## src/design/hng_pkg.sv

```systemverilog
// ----------------------------------------------------------------------------
// Heightmap normal generator package
// Shared constants, payload structs, state and command types.
// ----------------------------------------------------------------------------
package hng_pkg;

  localparam int MAX_GRID_WIDTH  = 256;
  localparam int MAX_GRID_HEIGHT = 4096;
  localparam int MAX_BORDER      = 8;
  localparam int LINE_DEPTH      = MAX_GRID_WIDTH + 2 * MAX_BORDER;
  localparam int LINE_AW         = $clog2(LINE_DEPTH);

  localparam int DIV_NUM_W  = 40;
  localparam int DIV_DEN_W  = 25;
  localparam int DIV_CNT_W  = $clog2(DIV_NUM_W);
  localparam int SQ_W       = 48;
  localparam int ROOT_W     = 25;
  localparam int SQRT_STEPS = 24;
  localparam int SQRT_CNT_W = $clog2(SQRT_STEPS);

  localparam logic [22:0] SLOPE_LIMIT = 23'h7F_FFFF;

  typedef enum logic {
    OP_SAMPLE = 1'b0,
    OP_FLUSH  = 1'b1
  } opcode_e;

  typedef enum logic [1:0] {
    CFG_GRID_WIDTH   = 2'd0,
    CFG_GRID_HEIGHT  = 2'd1,
    CFG_CELL_SIZE    = 2'd2,
    CFG_BORDER_WIDTH = 2'd3
  } cfg_idx_e;

  typedef struct packed {
    logic               opcode;
    logic signed [15:0] height_sample;
  } in_item_t;

  typedef struct packed {
    logic        [7:0]  vertex_col;
    logic        [11:0] vertex_row;
    logic signed [15:0] vertex_height;
    logic signed [15:0] normal_x;
    logic        [14:0] normal_y;
    logic signed [15:0] normal_z;
    logic               last_vertex;
  } out_item_t;

  typedef enum logic [3:0] {
    ST_IDLE,
    ST_RD0,
    ST_RD1,
    ST_RD2,
    ST_UPD,
    ST_DIV_GO,
    ST_DIV_WAIT,
    ST_SQX,
    ST_SQZ,
    ST_SUM,
    ST_SQRT_GO,
    ST_SQRT_WAIT,
    ST_FINISH
  } ctrl_state_e;

  typedef enum logic [2:0] {
    DIV_SX,
    DIV_SZ,
    DIV_NY,
    DIV_NX,
    DIV_NZ
  } div_op_e;

  typedef enum logic [1:0] {
    RD_P0,
    RD_P1,
    RD_P2
  } rd_phase_e;

  typedef struct packed {
    logic      capture;
    rd_phase_e rd_phase;
    logic      lat_a;
    logic      lat_b;
    logic      update;
    logic      div_start;
    logic      div_take;
    div_op_e   div_op;
    logic      sq_x;
    logic      sq_z;
    logic      sq_sum;
    logic      sqrt_start;
    logic      sqrt_take;
    logic      out_load;
  } ctrl_cmd_t;

  typedef struct packed {
    logic emit;
    logic div_done;
    logic sqrt_done;
    logic out_free;
  } dp_status_t;

endpackage

```

## src/design/hng_ctrl.sv

```systemverilog
// ----------------------------------------------------------------------------
// Heightmap normal generator controller
// Sequences line reads, counter update and the normal arithmetic per beat.
// ----------------------------------------------------------------------------
module hng_ctrl (
  input  logic                clk_i,
  input  logic                rst_ni,
  input  logic                in_valid_i,
  output logic                in_stall_o,
  input  hng_pkg::dp_status_t status_i,
  output hng_pkg::ctrl_cmd_t  cmd_o
);

  hng_pkg::ctrl_state_e state_q, state_d;
  hng_pkg::div_op_e     op_q, op_d;

  always_ff @(posedge clk_i or negedge rst_ni) begin
    if (!rst_ni) begin
      state_q <= hng_pkg::ST_IDLE;
      op_q    <= hng_pkg::DIV_SX;
    end else begin
      state_q <= state_d;
      op_q    <= op_d;
    end
  end

  always_comb begin
    state_d    = state_q;
    op_d       = op_q;
    in_stall_o = 1'b1;
    cmd_o      = '0;
    cmd_o.rd_phase = hng_pkg::RD_P0;
    cmd_o.div_op   = op_q;
    unique case (state_q)
      hng_pkg::ST_IDLE: begin
        in_stall_o = 1'b0;
        if (in_valid_i) begin
          cmd_o.capture = 1'b1;
          state_d = hng_pkg::ST_RD0;
        end
      end
      hng_pkg::ST_RD0: begin
        cmd_o.rd_phase = hng_pkg::RD_P0;
        state_d = hng_pkg::ST_RD1;
      end
      hng_pkg::ST_RD1: begin
        cmd_o.rd_phase = hng_pkg::RD_P1;
        cmd_o.lat_a = 1'b1;
        state_d = hng_pkg::ST_RD2;
      end
      hng_pkg::ST_RD2: begin
        cmd_o.rd_phase = hng_pkg::RD_P2;
        cmd_o.lat_b = 1'b1;
        state_d = hng_pkg::ST_UPD;
      end
      hng_pkg::ST_UPD: begin
        cmd_o.update = 1'b1;
        if (status_i.emit) begin
          op_d = hng_pkg::DIV_SX;
          state_d = hng_pkg::ST_DIV_GO;
        end else begin
          state_d = hng_pkg::ST_IDLE;
        end
      end
      hng_pkg::ST_DIV_GO: begin
        cmd_o.div_start = 1'b1;
        state_d = hng_pkg::ST_DIV_WAIT;
      end
      hng_pkg::ST_DIV_WAIT: begin
        if (status_i.div_done) begin
          cmd_o.div_take = 1'b1;
          case (op_q)
            hng_pkg::DIV_SX: begin
              op_d = hng_pkg::DIV_SZ;
              state_d = hng_pkg::ST_DIV_GO;
            end
            hng_pkg::DIV_SZ: state_d = hng_pkg::ST_SQX;
            hng_pkg::DIV_NY: begin
              op_d = hng_pkg::DIV_NX;
              state_d = hng_pkg::ST_DIV_GO;
            end
            hng_pkg::DIV_NX: begin
              op_d = hng_pkg::DIV_NZ;
              state_d = hng_pkg::ST_DIV_GO;
            end
            hng_pkg::DIV_NZ: state_d = hng_pkg::ST_FINISH;
            default: state_d = hng_pkg::ST_IDLE;
          endcase
        end
      end
      hng_pkg::ST_SQX: begin
        cmd_o.sq_x = 1'b1;
        state_d = hng_pkg::ST_SQZ;
      end
      hng_pkg::ST_SQZ: begin
        cmd_o.sq_z = 1'b1;
        state_d = hng_pkg::ST_SUM;
      end
      hng_pkg::ST_SUM: begin
        cmd_o.sq_sum = 1'b1;
        state_d = hng_pkg::ST_SQRT_GO;
      end
      hng_pkg::ST_SQRT_GO: begin
        cmd_o.sqrt_start = 1'b1;
        state_d = hng_pkg::ST_SQRT_WAIT;
      end
      hng_pkg::ST_SQRT_WAIT: begin
        if (status_i.sqrt_done) begin
          cmd_o.sqrt_take = 1'b1;
          op_d = hng_pkg::DIV_NY;
          state_d = hng_pkg::ST_DIV_GO;
        end
      end
      hng_pkg::ST_FINISH: begin
        if (status_i.out_free) begin
          cmd_o.out_load = 1'b1;
          state_d = hng_pkg::ST_IDLE;
        end
      end
      default: state_d = hng_pkg::ST_IDLE;
    endcase
  end

endmodule

```

## config.mk

```make
export PLATFORM = sky130hd
export DESIGN_NAME = hng_ctrl
export DESIGN_NICKNAME = d
export VERILOG_FILES = /design/src/design/hng_pkg.sv /design/src/design/hng_ctrl.sv
export SDC_FILE = /design/constraint.sdc
export NUM_CORES = 1
export LEC_CHECK = 0
export BUFFER_PORTS_ARGS = -buffer_cell sky130_fd_sc_hd__clkbuf_2
export CAP_MARGIN = 20
export CORE_MARGIN = 2
export CORE_UTILIZATION = 25
export CTS_BUF_LIST = sky130_fd_sc_hd__clkbuf_2
export DETAILED_ROUTE_END_ITERATION = 8
export PLACE_DENSITY = 0.56
export SLEW_MARGIN = 10
export SYNTH_ARGS = -nofsm -noshare
export SYNTH_HDL_FRONTEND = slang
export SYNTH_SLANG_ARGS = --single-unit
```

## constraint.sdc

```tcl
create_clock -name clk_i -period 2.1 [get_ports clk_i]
set_input_delay 0.21 -clock clk_i [delete_from_list [all_inputs] [get_ports clk_i]]
set_output_delay 0.21 -clock clk_i [all_outputs]
set_load 0.02 [all_outputs]
```

==> impl_metrics.csv, run 1 <==
group,metric,value,unit
routing,routed_wl,1620,um
logic_synthesis,synth_top_area_frac,0.284,
setup_path,cp_max_fo,15,
power,total_power,0.00115,W
global_route,grt_pass1_wl,2680,um
cts,path_clk_slew,0.08,ns
logic_synthesis,yosysTopAreaCell,"dfrtp_1",
floorplan,row_count,17,
setup_path,endpoint_kind,"output pin",
cells_and_area,antenna_cells,0,
cts,cts_inserted_buffers,3,
logic_synthesis,ys_ff_latch,7,
cts,postCtsSetupRepairBufs,0,
global_route,overflow,0,
routing,num_vias,679,
routing,avgViaCountPerCell,5.30,
floorplan,die_y,53.7,um
timing,tns,0,ns
logic_synthesis,synthTopCellsByArea,"dfrtp_1 (28%), nand2b_1 (5.1%), nor2_1 (4.9%)",
logic_synthesis,postSynthNetCount,83,
cells_and_area,multi_input_area,393,um^2
logic_synthesis,synthCells,76,
logic_synthesis,synth_enable_flop_cells,0,
place,place_congestion,0.772,
cts,cts_htree_levels,1,
global_route,antenna_found_initial,0,
setup_path,crit_chain,"nand2_1 > nor2_1 > and2_1 > clkbuf_2",
cells_and_area,area_growth,25.8,%
logic_synthesis,synth_most_common_cell,"nor2_1",
cts,cts.sinks,7,
power,p_comb_frac,0.609,
floorplan,dieWidth,53.7,um
logic_synthesis,async_flop_share,1.00,
setup_path,worstPathBufferInverterCount,1,
timing,relSlewSlack,0.699,
setup_path,start_kind,"flip-flop",
logic_synthesis,synthDistinctLibCells,35,
cts,clk_path_buf_depth,2,
floorplan,coreArea,2280,um^2
setup_path,path_delay_family,"simple AND/OR/NAND/NOR gates",
power,clkPwrFrac,0.088,
cells_and_area,fillers,253,
power,p_sw,0.000623,W
timing,max_slew.worst_pin.slew,0.451,ns
logic_synthesis,netlist_top_cells_count,"nor2_1 (8), dfrtp_1 (7), a21oi_1 (5), nand2b_1 (5)",
setup_path,required,1.89,ns
timing,max_freq,533,MHz
routing,antenna_left,0,
global_route,grt_pass1_vias,607,
routing,routedWlPerCell,12.6,um
place,port_buffers,24,
timing,slew_viol_final,0,
logic_synthesis,yosysSeqAreaShare,0.284,
setup_path,r2r-end,"state_q[3]$_DFFE_PN0P_",
timing,timing.final.crit_share,0.893,
power,power.density,1490,nW/um^2
status,status,"complete, no violations",
setup_path,cp_num_cells,4,
power,p_leak,0.355,nW
cells_and_area,fin_nets,108,
setup_path,cp.arrival,1.67,ns
global_route,grt_use_total,0.125,
cells_and_area,drive_above_1_share,0.330,
logic_synthesis,syn_area,617,um^2
routing,drt_drc_violations_left,0,
place,post-dp-hpwl,1250,um
cts,tritoncts,"yes",
global_route,grt_max_degree,18,
logic_synthesis,avgSynthCellArea,8.12,um^2
setup_path,reg2regPathDepth,4,
routing,drt_iter0_drc,17,
routing,dr.pass1.iters,4,
setup_path,rrSetupSlack,0.40,ns
floorplan,ioPinCount,25,
cts,cts-root-buf,"clkbuf_2",
logic_synthesis,ys.warnings.count,0,
setup_path,rr_startpoint,"state_q[0]$_DFFE_PN0P_",
power,intPower,0.000531,W
floorplan,dieArea,2880,um^2
setup_path,startpoint,"state_q[0]$_DFFE_PN0P_",
setup_path,worst-setup-path-type,"reg2out",
timing,clock_skew,0.00841,ns
floorplan,start_util,0.271,
power,switching_share,0.540,
min_path,hold_path_class,"in2reg",
setup_path,crit_path_end,"cmd_o[1]",
setup_path,slowest_delay,0.63,ns
power,vdd_drop_max,0.000473,V
timing,finalHoldViolCount,0,
cts,insertion_delay,0.23,ns
cells_and_area,post-route-util,0.341,
setup_path,crit_slowest_cell,"dfrtp_1",
timing,rsz0062_at_grt,"no",
flow_run,max-cap-violations,0,
cells_and_area,seq_area,175,um^2
logic_synthesis,ys.flop_type,"dfrtp_1",
timing,period_needed,1.88,ns
timing,final-setup-viol-count,0,
power,pwr-share-seq,0.303,
-- final cells by class --
class,count,share of cell area
inverters,4,0.0194
flip-flops and latches,7,0.226
clock buffers,4,0.0258
repair buffers,26,0.177
well taps,28,0.0452
multi-input cells,59,0.506
-- cells by family (layout without fill, tap and decap cells) --
group,after synthesis,in the layout,synth area share
buf+inv,10,34,0.0791
mux,1,1,0.0162
compound gates,26,26,0.312
flops,7,7,0.284
simple gates,32,32,0.308
-- layer usage --
layer / vias to the layer above / part of all wire / track usage
met5: - / 0 / 0
met4: 0 / 0 / 0.00855
met3: 0 / 0.052 / 0.0444
met2: 17 / 0.47 / 0.189
met1: 330 / 0.48 / 0.176
li1: 332 / - / -
-- worst register-to-register path, stage by stage, from the launching register on --
cell      delay, ns
dfrtp_1        0.55
nor4bb_2       0.26
o21ai_2        0.29
a21bo_4        0.27
o221a_1        0.21
-- power by group through the flow --
stage | clock network (W) | logic, W | registers, W
5_1_grt | 0.000110 | 0.000779 | 0.000373
4_1_cts | 0.000106 | 0.000709 | 0.000350
2_1_floorplan | 0 | 0.000590 | 0.000287
6_report | 0.000101 | 0.000703 | 0.000350
3_5_place_dp | 0 | 0.000704 | 0.000352
3_3_place_gp | 0 | 0.000705 | 0.000350
-- state kept, by name, indices dropped and copies added (netlist names) --
name / cells
state_q: 4
op_q: 3
-- per-stage QoR --
stage	std cells	area, um^2	worst slack, ns	hold slack, ns
5_1_grt	128	776	0.0760	0.253
4_1_cts	128	776	0.223	0.239
3_5_place_dp	123	746	0.410	0.0592
2_1_floorplan	76	617	0.392	-0.0856
6_report	128	776	0.225	0.251
3_3_place_gp	123	746	0.419	0.0591
-- timing repair --
action	CTS	global route
endpoints found under the setup margin	0	0
hold buffers	1	0
resized for setup	0	0
endpoints found under the hold margin	7	0
-- how the worst min path moves through the flow --
stage	slack (ns)	startpoint	endpoint	cells past startpoint
finish	0.25	status_i[1]	state_q[0]$_DFFE_PN0P_	2
global route	0.25	status_i[1]	state_q[0]$_DFFE_PN0P_	2
CTS	0.24	status_i[1]	state_q[0]$_DFFE_PN0P_	2
floorplan	-0.09	rst_ni	op_q[0]$_DFFE_PN0P_	0
global placement	0.06	rst_ni	op_q[0]$_DFFE_PN0P_	1
detailed placement	0.06	rst_ni	op_q[0]$_DFFE_PN0P_	1
-- cell usage in the layout, fill, tap and decap left out --
cell type / Yosys / layout
dlygate4sd3_1: 0 / 1
nand2b_1: 5 / 5
or3_1: 1 / 1
and4_1: 1 / 1
and4bb_1: 1 / 1
a221oi_1: 1 / 1
a21bo_4: 1 / 1
inv_1: 4 / 4
o31ai_1: 1 / 1
nor3_1: 4 / 4
a41oi_1: 1 / 1
nor4bb_2: 1 / 1
dfrtp_1: 7 / 7
o21ai_1: 3 / 3
nor4b_1: 1 / 1
nand2_1: 4 / 4
mux2i_1: 1 / 1
clkbuf_2: 0 / 28
o32ai_1: 1 / 1
o2bb2ai_1: 1 / 1
and2_1: 3 / 3
o41ai_1: 1 / 1
a21oi_1: 5 / 5
nor3b_1: 1 / 1
nor2_1: 8 / 8
a31oi_1: 2 / 2
o221a_1: 1 / 1
or3b_1: 1 / 1
o211ai_1: 1 / 1
a32oi_1: 1 / 1
o32ai_2: 1 / 1
buf_4: 2 / 1
o21ai_0: 4 / 4
and3_1: 1 / 1
o21ai_2: 1 / 1
Note: power is estimated with default switching activity, not from simulation.
==> run 2, diff against run 1 <==
--- a/config.mk
+++ b/config.mk
@@ -5,8 +5,9 @@
 export SDC_FILE = /design/constraint.sdc
 export NUM_CORES = 1
 export LEC_CHECK = 0
+export ABC_AREA = 1
 export BUFFER_PORTS_ARGS = -buffer_cell sky130_fd_sc_hd__clkbuf_2
-export CAP_MARGIN = 20
+export CAP_MARGIN = 10
 export CORE_MARGIN = 2
 export CORE_UTILIZATION = 25
 export CTS_BUF_LIST = sky130_fd_sc_hd__clkbuf_2
==> run 2 against run 1 <==
Net effect: flip-flop and latch count unchanged; register-to-register slack better by 0.36 ns; synthesized area rose by 2.6%; final cell count is 30% higher; clock-buffer cell count stayed put; design area rose by 3.9%; non-clock buffer count is 1 lower; clock skew shrank 0.0059 ns; core utilization fell by 0.96 points; critical endpoint is now cmd_o[9]; largest power group unchanged; highest routed layer is now met4.
==> impl_metrics.csv, run 2 <==
group,metric,value,unit
cells_and_area,fin_nets,144,
cells_and_area,largest_reg_flops,4,
power,pwr-share-seq,0.250,
timing,slew_viol_final,0,
flow_run,max-cap-violations,0,
global_route,antenna_found_initial,0,
global_route,grt_pass1_vias,617,
cts,cts_inserted_buffers,3,
timing,rsz0062_at_grt,"no",
logic_synthesis,ys.warnings.count,0,
logic_synthesis,synth_top_area_frac,0.277,
cts,cts-root-buf,"clkbuf_2",
power,clkPwrFrac,0.103,
min_path,hold_path_class,"in2reg",
power,p_comb_frac,0.646,
floorplan,start_util,0.260,
timing,max_freq,637,MHz
cells_and_area,regMostFlops,"state_q",
global_route,grt_max_degree,8,
floorplan,dieArea,2950,um^2
timing,max_slew.worst_pin.slew,0.231,ns
routing,drt_iter0_drc,16,
timing,period_needed,1.57,ns
cts,cts.sinks,7,
floorplan,die_y,54.3,um
power,power.density,1140,nW/um^2
floorplan,coreArea,2430,um^2
routing,routed_wl,1630,um
timing,timing.final.crit_share,0.748,
logic_synthesis,ys_ff_latch,7,
logic_synthesis,postSynthNetCount,116,
cells_and_area,antenna_cells,0,
setup_path,start_kind,"flip-flop",
timing,finalHoldViolCount,0,
timing,worst_slack,0.530,ns
cells_and_area,reg.largest.list,"state_q: 4 flops, op_q: 3 flops",
cts,clk_path_buf_depth,2,
power,p_sw,0.000511,W
cells_and_area,final_cell_mix,"nand2_1 (34), clkbuf_2 (28), nor2_1 (21), inv_1 (14), nand3_1 (10)",
place,detailedPlace.worstSlack,0.761,ns
global_route,grt_use_total,0.116,
logic_synthesis,synthCells,109,
timing,whs,0.321,ns
place,post-dp-hpwl,1400,um
floorplan,row_count,18,
place,port_buffers,24,
logic_synthesis,netlist_top_cells_count,"nand2_1 (34), nor2_1 (21), inv_1 (14)",
floorplan,ioPinCount,25,
cts,ctsHoldBuffers,1,
cts,insertion_delay,0.22,ns
timing,clock_skew,0.00249,ns
cts,postCtsSetupRepairBufs,0,
place,place_inst,161,
cts,cts_htree_levels,1,
cts,path_clk_slew,0.07,ns
cts,tritoncts,"yes",
cells_and_area,drive_above_1_share,0.294,
routing,routedWlPerCell,9.84,um
logic_synthesis,syn_area,633,um^2
setup_path,required,1.89,ns
logic_synthesis,synthTopCellsByArea,"dfrtp_1 (28%), nand2_1 (20%), nor2_1 (12%)",
setup_path,worst-setup-path-type,"reg2out",
setup_path,endpoint_kind,"output pin",
setup_path,cp.arrival,1.36,ns
routing,num_vias,743,
power,p_leak,0.468,nW
logic_synthesis,ys.flop_type,"dfrtp_1",
cells_and_area,area_growth,27.3,%
logic_synthesis,synth_most_common_cell,"nand2_1",
logic_synthesis,yosysTopAreaCell,"dfrtp_1",
logic_synthesis,synth_enable_flop_cells,0,
global_route,grt_pass1_wl,2480,um
power,intPower,0.000409,W
cells_and_area,finalNonFillerCells,166,
cells_and_area,seq_area,175,um^2
logic_synthesis,yosysSeqAreaShare,0.277,
power,vdd_drop_max,0.000550,V
status,status,"complete, no violations",
routing,drt_drc_violations_left,0,
setup_path,cp_max_fo,6,
routing,antenna_left,0,
timing,relSlewSlack,0.845,
routing,avgViaCountPerCell,4.48,
cells_and_area,multi_input_area,379,um^2
power,switching_share,0.555,
timing,tns,0,ns
cells_and_area,fillers,289,
logic_synthesis,async_flop_share,1.00,
floorplan,dieWidth,54.3,um
routing,dr.pass1.iters,6,
cts,cts_resized,0,
logic_synthesis,avgSynthCellArea,5.81,um^2
timing,final-setup-viol-count,0,
cells_and_area,final_common_cell,"nand2_1",
global_route,overflow,0,
place,place_congestion,0.808,
logic_synthesis,synthDistinctLibCells,19,
## run 2: layout make-up
cell class / instances / share of cell area
clock buffers: 4 / 0.0248
well taps: 30 / 0.0466
multi-input cells: 83 / 0.470
flip-flops and latches: 7 / 0.217
repair buffers: 25 / 0.161
inverters: 17 / 0.0792
## run 2: routing by layer
layer / global-route usage / vias to the layer above / part of all wire
li1: - / 387 / -
met1: 0.140 / 325 / 0.43
met2: 0.201 / 29 / 0.49
met3: 0.0191 / 2 / 0.072
met4: 0.0500 / 0 / 0.0037
met5: 0 / - / 0
## run 2: power groups by stage
stage | Clock (W) | Combinational, W | Sequential (W)
detailed placement | 0 | 0.000595 | 0.000232
floorplan | 0 | 0.000449 | 0.000232
global route | 0.000109 | 0.000679 | 0.000235
global placement | 0 | 0.000594 | 0.000231
finish | 0.0000952 | 0.000595 | 0.000230
CTS | 0.000101 | 0.000598 | 0.000229
## run 2: through the flow
stage           util  power [W]  instance area (um^2)
2_1_floorplan      -   0.000681                   633
3_3_place_gp   0.319   0.000825                   776
3_5_place_dp   0.319   0.000827                   776
4_1_cts        0.331   0.000928                   806
5_1_grt        0.331    0.00102                   806
6_report       0.331   0.000920                   806
## run 2: cells by family (layout without fill, tap and decap cells)
logic type,after synthesis,count (layout),share of synthesized area
simple gates,77,77,0.543
buf+inv,19,46,0.124
flops,7,7,0.277
compound gates,6,6,0.0553
## run 2: worst max-delay path, stage by stage (launching register included)
cell      delay (ns)
dfrtp_1         0.44
inv_2           0.09
nor2_1          0.17
nand2_1         0.14
nor2_1          0.12
clkbuf_2        0.18
## run 2: worst paths after layout
check / slack [ns] / cells after the start / to / start
worst max register to register: 0.76 / 7 / state_q[1]$_DFFE_PN0P_ / state_q[0]$_DFFE_PN0P_
max in group asynchronous: 1.58 / 2 / state_q[1]$_DFFE_PN0P_ / rst_ni
min in group asynchronous: 0.36 / 2 / op_q[1]$_DFFE_PN0P_ / rst_ni
worst min register to register: 0.57 / 2 / state_q[3]$_DFFE_PN0P_ / state_q[3]$_DFFE_PN0P_
worst max-delay path: 0.53 / 5 / cmd_o[9] / state_q[2]$_DFFE_PN0P_
worst min-delay path: 0.32 / 4 / state_q[0]$_DFFE_PN0P_ / status_i[1]
==> run 3, diff against run 2 <==
--- a/config.mk
+++ b/config.mk
@@ -5,7 +5,7 @@
 export SDC_FILE = /design/constraint.sdc
 export NUM_CORES = 1
 export LEC_CHECK = 0
-export ABC_AREA = 1
+export ABC_AREA = 0
 export BUFFER_PORTS_ARGS = -buffer_cell sky130_fd_sc_hd__clkbuf_2
 export CAP_MARGIN = 10
 export CORE_MARGIN = 2
==> constraint.sdc (replaced) <==
create_clock -name clk_i -period 1.5 [get_ports clk_i]
set_input_delay 0.15 -clock clk_i [delete_from_list [all_inputs] [get_ports clk_i]]
set_output_delay 0.15 -clock clk_i [all_outputs]
set_load 0.02 [all_outputs]
==> run 3 against run 2 <==
Net effect: the flow now finishes with violations (negative setup slack); core utilization increased by 18 points; register-to-register slack worse by 0.78 ns; worst hold slack got worse by 0.11 ns; critical path depth unchanged; final cell count shrank 11%; via count grew 3.6%; design area increased by 44%; clock power up 40%; combinational power rose to 3.3 times the previous value.
==> impl_metrics.csv, run 3 (synthesis results as in run 1) <==
group,metric,value,unit
routing,routedWlPerCell,14.9,um
flow_run,max-cap-violations,0,
setup_path,cp_max_fo,7,
timing,timing.final.crit_share,1.02,
setup_path,slowest_delay,0.45,ns
place,port_buffers,24,
global_route,grt_max_degree,12,
global_route,grt_use_total,0.164,
floorplan,coreArea,2280,um^2
routing,routed_wl,2210,um
routing,dr.pass1.iters,4,
cts,insertion_delay,0.22,ns
setup_path,cp_num_cells,5,
place,detailedPlace.worstSlack,0.00138,ns
power,p_comb_frac,0.779,
timing,clock_skew,0.00159,ns
power,switching_share,0.483,
cts,cts_inserted_buffers,3,
cells_and_area,seq_area,180,um^2
place,post-dp-hpwl,1450,um
cells_and_area,fillers,201,
timing,rsz0062_at_grt,"yes",
routing,drt_drc_violations_left,0,
cells_and_area,post-route-util,0.511,
cts,clk_path_buf_depth,2,
setup_path,crit_chain,"buf_6 > nor4b_4 > o21ai_4 > and2_1 > a21oi_1",
cells_and_area,area_growth,88.4,%
cts,tritoncts,"yes",
power,vdd_drop_max,0.00102,V
timing,slew_viol_final,0,
cells_and_area,final_cell_mix,"buf_4 (19), clkbuf_2 (17), buf_6 (10)",
routing,avgViaCountPerCell,5.20,
routing,antenna_left,0,
floorplan,row_count,17,
timing,final-setup-viol-count,3,
floorplan,ioPinCount,25,
power,p_sw,0.00122,W
power,intPower,0.00130,W
setup_path,start_kind,"flip-flop",
timing,max_freq,657,MHz
power,power.density,2170,nW/um^2
setup_path,crit_slowest_cell,"dfrtp_2",
power,p_leak,0.518,nW
cells_and_area,largest_reg_flops,4,
floorplan,dieWidth,53.7,um
cells_and_area,drive_above_1_share,0.658,
cts,cts-root-buf,"clkbuf_2",
timing,period_needed,1.52,ns
floorplan,die_y,53.7,um
power,pwr-share-seq,0.169,
global_route,antenna_found_initial,0,
cts,cts_htree_levels,1,
cells_and_area,regMostFlops,"state_q",
floorplan,dieArea,2880,um^2
timing,whs,0.211,ns
cells_and_area,reg.largest.list,"state_q: 4 flops, op_q: 3 flops",
timing,finalHoldViolCount,0,
floorplan,start_util,0.271,
timing,worst_slack,-0.0231,ns
setup_path,worst-setup-path-type,"reg2reg",
setup_path,endpoint_kind,"flip-flop",
power,clkPwrFrac,0.053,
status,failed_checks,"negative setup slack",
setup_path,path_delay_family,"simple AND/OR/NAND/NOR gates",
cells_and_area,final_common_cell,"buf_4",
global_route,grt_pass1_vias,723,
cells_and_area,fin_nets,128,
status,status,"complete, but fails checks",
cts,path_clk_slew,0.06,ns
place,place_congestion,0.766,
cells_and_area,antenna_cells,0,
routing,num_vias,770,
global_route,overflow,0,
cells_and_area,multi_input_area,547,um^2
global_route,grt_pass1_wl,3380,um
setup_path,required,1.65,ns
setup_path,cp.arrival,1.67,ns
min_path,holdPathStages,2,
routing,drt_iter0_drc,7,
timing,relSlewSlack,0.708,
setup_path,reg2regPathDepth,5,
min_path,hold_path_class,"in2reg",
timing,max_slew.worst_pin.slew,0.432,ns
setup_path,worstPathBufferInverterCount,1,
cts,cts.sinks,7,
[run 3: what timing repair did]
| action | in CTS | in global routing |
|---|---|---|
| cloned | 0 | 0 |
| hold buffers | 1 | 0 |
| buffers inserted | 6 | 4 |
| endpoints found under the hold margin | 7 | 0 |
| pin swaps | 4 | 8 |
| gates resized for setup | 19 | 47 |
| endpoints found under the setup margin | 15 | 20 |
[run 3: stage by stage]
stage / total power (W) / setup TNS (ns) / instances / cell area, um^2
after floorplan: 0.00125 / 0 / 76 / 627
after global placement: 0.00166 / 0 / 133 / 831
after detailed placement: 0.00168 / 0 / 133 / 831
after CTS: 0.00209 / -0.0306 / 144 / 978
after global routing: 0.00270 / -0.623 / 148 / 1160
final: 0.00252 / -0.0356 / 148 / 1160
[run 3: power groups by stage]
stage | logic, W | clock network [W] | registers, W
2_1_floorplan | 0.000844 | 0 | 0.000402
3_3_place_gp | 0.00128 | 0 | 0.000383
3_5_place_dp | 0.00129 | 0 | 0.000391
4_1_cts | 0.00156 | 0.000143 | 0.000387
5_1_grt | 0.00210 | 0.000153 | 0.000446
6_report | 0.00196 | 0.000133 | 0.000425
[run 3: cell type report]
| type | instances | area share |
|---|---|---|
| inverter | 4 | 0.0129 |
| tap | 28 | 0.0301 |
| sequential | 7 | 0.155 |
| multi-input combinational | 59 | 0.470 |
| timing repair buffer | 46 | 0.314 |
| clock buffer | 4 | 0.0172 |
[run 3: worst paths after layout]
path,start,endpoint,slack (ns)
max in group asynchronous,rst_ni,state_q[0]$_DFFE_PN0P_,1.03
max,state_q[3]$_DFFE_PN0P_,op_q[2]$_DFFE_PN0P_,-0.02
min in group asynchronous,rst_ni,op_q[2]$_DFFE_PN0P_,0.29
min,status_i[1],state_q[0]$_DFFE_PN0P_,0.21
max reg2reg,state_q[3]$_DFFE_PN0P_,op_q[2]$_DFFE_PN0P_,-0.02
min reg2reg,op_q[1]$_DFFE_PN0P_,op_q[1]$_DFFE_PN0P_,0.67
[run 3: per-layer routing]
metal / vias up / GRT usage / wire, um
met5: - / 0 / 0
met3: 8 / 0.0222 / 98
li1: 375 / - / -
met2: 20 / 0.270 / 1160
met4: 0 / 0.103 / 50
met1: 367 / 0.199 / 902
